--- src/rrab_isqrt.sv ---
`timescale 1ns / 1ps
// ----------------------------------------------------------------------------
// rrab_isqrt
// Pipelined integer square root, one result bit per stage, floor result.
// ----------------------------------------------------------------------------
module rrab_isqrt #(
  parameter int RW = 23
) (
  input  logic            clk,
  input  logic            en,
  input  logic [2*RW-1:0] radicand,
  output logic [RW-1:0]   root
);

  logic [RW+1:0]   rem_q  [RW];
  logic [RW-1:0]   root_q [RW];
  logic [2*RW-1:0] sh_q   [RW];

  for (genvar k = 0; k < RW; k++) begin : g_stage
    logic [RW+1:0]   rem_prev;
    logic [RW-1:0]   root_prev;
    logic [2*RW-1:0] sh_prev;
    logic [RW+2:0]   cur;
    logic [RW+2:0]   trial;

    if (k == 0) begin : g_first
      assign rem_prev  = '0;
      assign root_prev = '0;
      assign sh_prev   = radicand;
    end else begin : g_rest
      assign rem_prev  = rem_q[k-1];
      assign root_prev = root_q[k-1];
      assign sh_prev   = sh_q[k-1];
    end

    assign cur   = {rem_prev[RW:0], sh_prev[2*RW-1 -: 2]};
    assign trial = {1'b0, root_prev, 2'b01};

    always_ff @(posedge clk) begin
      if (en) begin
        if (cur >= trial) begin
          rem_q[k]  <= (RW+2)'(cur - trial);
          root_q[k] <= {root_prev[RW-2:0], 1'b1};
        end else begin
          rem_q[k]  <= cur[RW+1:0];
          root_q[k] <= {root_prev[RW-2:0], 1'b0};
        end
        sh_q[k] <= {sh_prev[2*RW-3:0], 2'b00};
      end
    end
  end

  assign root = root_q[RW-1];

endmodule

--- src/rrab_sdf.sv ---
`timescale 1ns / 1ps
// ----------------------------------------------------------------------------
// rrab_sdf
// Rounded-rectangle signed distance at a doubled point, FB fraction bits.
// ----------------------------------------------------------------------------
module rrab_sdf #(
  parameter int CB = 12,
  parameter int FB = 8,
  parameter int SW = CB + 5,
  parameter int QW = CB + 3,
  parameter int RW = QW + FB,
  parameter int DW = RW + 3
) (
  input  logic                 clk,
  input  logic                 en,
  input  logic signed [SW-1:0] p2x,
  input  logic signed [SW-1:0] p2y,
  input  logic signed [SW-1:0] cx,
  input  logic signed [SW-1:0] cy,
  input  logic signed [SW-1:0] hx,
  input  logic signed [SW-1:0] hy,
  input  logic [CB-2:0]        rad,
  output logic signed [DW-1:0] distance
);

  logic signed [SW-1:0] difx, dify, absx, absy;
  logic signed [SW-1:0] qx, qy, mx;
  logic [QW-1:0]        qxp, qyp;
  logic [2*QW-1:0]      sqx, sqy;
  logic signed [SW-1:0] ins_b, ins_c;
  logic signed [SW-1:0] ins_q [RW];
  logic [2*RW-1:0]      rad_sum;
  logic [RW-1:0]        root;

  assign difx = p2x - cx;
  assign dify = p2y - cy;
  assign absx = difx[SW-1] ? -difx : difx;
  assign absy = dify[SW-1] ? -dify : dify;

  always_ff @(posedge clk) begin
    if (en) begin
      qx <= absx - hx;
      qy <= absy - hy;
    end
  end

  assign qxp = qx[SW-1] ? '0 : qx[QW-1:0];
  assign qyp = qy[SW-1] ? '0 : qy[QW-1:0];
  assign mx  = (qx > qy) ? qx : qy;

  always_ff @(posedge clk) begin
    if (en) begin
      sqx   <= (2*QW)'(qxp) * (2*QW)'(qxp);
      sqy   <= (2*QW)'(qyp) * (2*QW)'(qyp);
      ins_b <= mx[SW-1] ? mx : '0;
    end
  end

  always_ff @(posedge clk) begin
    if (en) begin
      rad_sum <= ((2*RW)'({1'b0, sqx}) + (2*RW)'({1'b0, sqy})) << (2*(FB-1));
      ins_c   <= ins_b;
    end
  end

  rrab_isqrt #(.RW(RW)) u_isqrt (
    .clk      (clk),
    .en       (en),
    .radicand (rad_sum),
    .root     (root)
  );

  always_ff @(posedge clk) begin
    if (en) begin
      ins_q[0] <= ins_c;
      for (int i = 1; i < RW; i++) ins_q[i] <= ins_q[i-1];
    end
  end

  always_ff @(posedge clk) begin
    if (en) begin
      distance <= DW'({1'b0, root}) + (DW'(ins_q[RW-1]) <<< (FB-1))
                  - DW'({rad, {FB{1'b0}}});
    end
  end

endmodule

--- config.mk ---
export PLATFORM = sky130hd
export DESIGN_NAME = rrab_sdf
export DESIGN_NICKNAME = d
export VERILOG_FILES = /design/src/rrab_isqrt.sv /design/src/rrab_sdf.sv
export SDC_FILE = /design/constraint.sdc
export NUM_CORES = 2
export LEC_CHECK = 0
export CAP_MARGIN = 10
export CORE_ASPECT_RATIO = 0.75
export CORE_MARGIN = 4
export CORE_UTILIZATION = 60
export CTS_CLUSTER_SIZE = 40
export DETAILED_ROUTE_END_ITERATION = 12
export DONT_BUFFER_PORTS = 1
export PLACE_DENSITY = 0.74
export SLEW_MARGIN = 20
export SYNTH_ARGS = -nofsm -noshare
export SYNTH_HDL_FRONTEND = slang
export SYNTH_SLANG_ARGS = --single-unit
--- constraint.sdc ---
create_clock -name clk -period 7.9 [get_ports clk]
set_clock_uncertainty 0.1 [all_clocks]
set_input_delay 0.79 -clock clk [delete_from_list [all_inputs] [get_ports clk]]
set_output_delay 0.79 -clock clk [all_outputs]
set_load 0.1 [all_outputs]
Yosys cells after proc, flatten, opt, wreduce, memory -nomap -nowiden
Memory sizes are Yosys's and may differ from the RTL's.
Cells that the tools add are included.
- output and inout port bits: 26
- bits in registers: 186
- memories kept: 4
- memory bits (writable): 2507
- $lt $le $gt $ge: 24
- mux-type cells: 192
- bitwise operators: 46
- add/subtract/negate cells: 32
- multiply operators: 2
- memories (memory ; depth ; bits a word ; rd ports ; clocked after memory_dff ; wr ports ; line ; RTL):
    u_isqrt.sh_q ; 23 ; 44 ; 22 ; 0 ; 23 ; rrab_isqrt.sv:17 ; logic [2*RW-1:0] sh_q [RW];
    u_isqrt.rem_q ; 23 ; 25 ; 22 ; 0 ; 23 ; rrab_isqrt.sv:15 ; logic [RW+1:0] rem_q [RW];
    u_isqrt.root_q ; 23 ; 23 ; 23 ; 0 ; 23 ; rrab_isqrt.sv:16 ; logic [RW-1:0] root_q [RW];
    ins_q ; 23 ; 17 ; 23 ; 0 ; 23 ; rrab_sdf.sv:31 ; logic signed [SW-1:0] ins_q [RW];
- operator list (operator ; count):
    two-way mux 25 bit ; 23
    greater-or-equal comparator 26 x 25 -> 1 bit ; 22
    subtractor 25 bit ; 22
    two-way mux 23 bit ; 23
    two-way mux 1 bit ; 140
    two-way mux 17 bit ; 4
    subtractor 17 bit ; 4
    multiplier 15 x 15 -> 30 bit ; 2
    bitwise OR 1 bit ; 46
    negation 17 bit ; 2
    adder 30 x 30 -> 31 bit ; 1
    two-way mux 15 bit ; 2
    subtractor 25 x 20 -> 26 bit ; 1
    adder 24 x 24 -> 25 bit ; 1
    > comparator 17 bit ; 1
    subtractor 2 x 1 -> 3 bit (second input constant) ; 1
    greater-or-equal comparator 2 x 1 -> 1 bit (second input constant) ; 1

Longest topological paths before layout
An unclocked memory read counts as a cell.
- word-level depth: 6
- depth in mapped cells: 27

Modules after synthesis
Synthesis repeated with hierarchy kept, for this count alone.
- cell total of the unflattened synthesis: 7713
- area, all modules: 96976.8 um2
- by module, submodules not included (module ; times used ; area an instance (um2) ; sequential area each (um2) ; cells an instance):
    rrab_isqrt ; 1 ; 59477.0 ; 38426.9 ; 4563
    rrab_sdf ; 1 ; 37499.7 ; 17236.5 ; 3150

Worst setup path after synthesis
Ideal clock, no wire load.
- kind: register to register
- from: reg qx[16]
- to: reg sqx[27] (data pin)
- required time: 7.542 ns
- arrival: 6.393 ns
- stages on the path, launching flop included: 26
- slack: 1.149 ns
- setup time: 0.258 ns
- buffers on the path: 2
- cells stage by stage: edfxtp_1 > clkbuf_1 > nor2b_1 > clkbuf_1 > nand2_1 > fa_1 > fa_1 > inv_1 > fa_1 > inv_1 > fa_1 > inv_1 > fa_1 > inv_1 > fa_1 > inv_1 > ha_1 > a21o_1 > a21oi_1 > o221a_2 > a31oi_1 > o21ai_0 > o2111ai_1 > a31o_2 > a21oi_1 > xnor2_1
- word-level cells in the longest chain between the ends: 2
- RTL lines (element ; line ; RTL):
    from (decl) ; rrab_sdf.sv:27 ; logic signed [SW-1:0] qx, qy, mx;
    from (signal assigned) ; rrab_sdf.sv:42 ; qx <= absx - hx;
    two-way mux 15 bit ; rrab_sdf.sv:47 ; assign qxp = qx[SW-1] ? '0 : qx[QW-1:0];
    multiplier 15 x 15 -> 30 bit ; rrab_sdf.sv:53 ; sqx <= (2*QW)'(qxp) * (2*QW)'(qxp);
    to (signal assigned) ; rrab_sdf.sv:53 ;
    to (decl) ; rrab_sdf.sv:29 ; logic [2*QW-1:0] sqx, sqy;
No other way between the ends.
A chain may end at the register's enable or synchronous reset.

Final worst setup path
- from: reg qx[16]
- to: reg sqx[29] (data pin)
Same word-level chain as after synthesis.

==> results.py <==
metrics = {
    "yosys": {
        "synth_fp_nets": 8098,
        "synth_xor_xnor_area_share": 0.0552,
        "synth_mux_area_frac": 0.0142,
        "yosys.area_share.simple": 0.0939,
        "ys_ff_latch": 1576,
        "synth_edf_count": 1575,
        "synth_area_per_cell_um2": 12.2,
        "ys.flop_type": "edfxtp_1",
        "synthCells": 7081,
        "syn_area_um2": 86700,
        "yosysTopAreaCell": "edfxtp_1",
        "yosysUniqueCellTypes": 89,
        "synthArstFlopShare": 0,
        "synth_area_leaders": "edfxtp_1, ha_1, fa_1",
        "synth_top_family_by_area": "adder cells",
        "synth_compound_area_frac": 0.0871,
        "synth_adder_area_share": 0.156,
        "yosysWarnings": 0,
        "synth_top_area_frac": 0.545,
        "yosysSeqAreaShare": 0.546,
    },
    "layout": {
        "nets": 8187,
        "syn2layout_area_growth_pct": 8.88,
        "layout-drive-gt1-share": 0.0588,
    },
    "min_path": {
        "hp-class": "input pin to register",
        "min-delay-start": "hx[0]",
        "hold_depth": 2,
        "min_to": "qx[0]",
    },
    "sta": {
        "relSlewSlack": 0.304,
        "rsz0062_at_grt": "no",
        "tightest_slew_ns": 1.04,
        "hold_viol": 0,
        "min_period_over_period": 0.919,
        "tns_ns": 0,
        "drv_slew": 0,
        "setup_viol": 0,
        "layout_min_cycle_time_ns": 7.26,
        "max_freq_mhz": 138,
    },
    "drt": {
        "wl_per_cell_um": 18.7,
        "first_pass_iters": 6,
        "vias": 52400,
        "drt_drc_violations_left": 0,
        "viasPerCell": 5.70,
        "wl_um": 172000,
        "ant_nets": 0,
        "dr.first_iter.drc_count": 4221,
    },
    "worst_setup_path": {
        "worstPathArrival_ns": 7.66,
        "cp-end-kind": "register",
        "worst-path-max-fanout": 17,
        "rr_startpoint": "qx[16]",
        "critPathKind": "register to register",
        "worstPathRequired_ns": 8.30,
        "reg2reg_slack_ns": 0.64,
        "r2r_cells": 23,
        "r2r-end": "sqx[29]",
        "start_kind": "register",
    },
    "floorplan": {
        "initial_core_util": 0.605,
        "die_area_um2": 151000,
        "io_pins": 141,
        "dieWidth_um": 447,
        "placeableCoreArea_um2": 143000,
        "fp.dieH_um": 337,
        "rows": 120,
    },
    "grt": {
        "grt_pass1_wl_um": 275000,
        "track_usage": 0.229,
        "grt_start_max_net_pins": 256,
        "antenna_found_initial": 6,
        "overflow": 0,
        "grt_pass1_vias": 51900,
    },
    "clock_network": {
        "path_clk_slew_ns": 0.06,
        "postCtsSetupBuffers": 0,
        "cts_max_level": 4,
        "cts_made_buffers": 151,
        "hold_buffers": 1,
        "worstSkewPairLatency_ns": 0.79,
        "cts_resized": 0,
        "root_buffer": "clkbuf_16",
        "cts_max_path_buffers": 3,
        "cts_tree": "built",
        "cts.sinks": 1576,
    },
    "placed_design": {
        "globalplace.congestion": 0.894,
        "io_buffers": 0,
        "hpwl_um": 126000,
    },
    "flow_run": {
        "maxCapViolations": 0,
    },
    "run_status": {
        "outcome": "completed",
    },
}
## metrics by stage
step | cells | setup WS [ns] | hold slack, ns | cell area, µm² | utilization
3_3_place_gp | 8902 | 0.829 | 0.300 | 89200 | 0.623
5_1_grt | 9181 | 0.184 | 0.269 | 94400 | 0.659
3_5_place_dp | 8904 | 0.681 | 0.305 | 89300 | 0.624
6_report | 9183 | 0.643 | 0.271 | 94400 | 0.659
4_1_cts | 9178 | 0.656 | 0.225 | 94300 | 0.658
2_1_floorplan | 7081 | 1.15 | 0.300 | 86700 | -
## critical path: stages (launching register included)
cell	delay, ns
edfxtp_1	0.63
nor2b_1	0.26
buf_4	0.25
nand2_1	0.11
fa_1	0.58
fa_1	0.55
inv_1	0.05
fa_1	0.51
fa_1	0.44
fa_1	0.55
inv_1	0.06
fa_1	0.52
inv_1	0.05
ha_1	0.34
o2111ai_1	0.19
nor2_1	0.22
nand3_1	0.14
a31oi_1	0.29
o21ai_0	0.13
buf_4	0.16
o2111ai_1	0.33
nand2_1	0.20
nor3_1	0.26
a211oi_1	0.07
## cells in the final DEF, fill, tap and decap left out, drive strengths merged, types with 217 or more instances in the layout
cell type	n
a21oi	324
edfxtp	1575
fa	295
ha	607
inv	985
nand2	457
nor2	359
o21ai	278
xnor2	324
xor2	217
## metal layers
| layer | wire (µm) | GRT usage |
|---|---|---|
| met3 | 9390 | 0.0355 |
| met1 | 77000 | 0.320 |
| met4 | 5140 | 0.0752 |
| met2 | 80000 | 0.372 |
| met5 | 27 | 0 |
## registers in the layout, indices dropped and copies added, names as in the netlist
signal and flops:
u_isqrt.rem_q 486, ins_q 391, u_isqrt.root_q 276, u_isqrt.sh_q 240, rad_sum 31, sqx 29
sqy 29, distance 26, ins_b 17, ins_c 17, qx 17, qy 17
## Yosys cell counts (all sizes together) (7+ instances only)
cell,n
edfxtp,1575
inv,978
ha,607
nand2,457
nor2,359
a21oi,324
xnor2,324
fa,295
o21ai,278
xor2,217
nor3,178
a21o,152
clkbuf,124
nand3,109
o21a,100
and2,95
mux2,86
nor2b,62
nand2b,56
or3,56
and3,49
nor4,49
o21bai,48
nand4,40
a31oi,38
o31ai,38
a211oi,35
or4,30
or2,28
mux2i,26
a21boi,24
nand3b,23
nor4b,17
o211ai,16
a211o,13
nand4b,13
nor3b,12
a2111oi,11
a31o,11
buf,10
o41ai,10
o311ai,9
a41oi,7
o2111ai,7
## worst max path at each step
stage	from	to	slack, ns	cells after the start
finish	qx[16]	sqx[29]	0.64	23
global route	qy[16]	sqy[27]	0.18	22
CTS	qx[16]	sqx[29]	0.66	23
detailed placement	qx[16]	sqx[29]	0.68	23
global placement	qx[16]	sqx[29]	0.83	23
floorplan	qx[16]	sqx[27]	1.15	25
## area by class of cell
class | instances | area, µm²
Antenna cell | 2 | 5.00
Clock buffer | 178 | 3880
Clock inverter | 95 | 1120
Fill cell | 10500 | 48800
Inverter | 982 | 3690
Multi-Input combinational cell | 4389 | 35300
Sequential cell | 1576 | 47300
Tap cell | 1891 | 2370
Timing Repair Buffer | 70 | 768
## logic make-up (layout without fill, tap and decap cells)
logic type / after synthesis / in the layout
XOR/XNOR: 543 / 543
buffers and inverters: 1116 / 1325
AND/OR/NAND/NOR: 1649 / 1649
AO/OA/AOI/OAI: 1183 / 1183
other: 0 / 2
multiplexers: 112 / 112
flip-flops: 1576 / 1576
adder cells (fa/ha/maj): 902 / 902
Power is left out: the tool's default activity adds up to more than one toggle a clock period on the data nets, which glitch-free logic cannot reach.
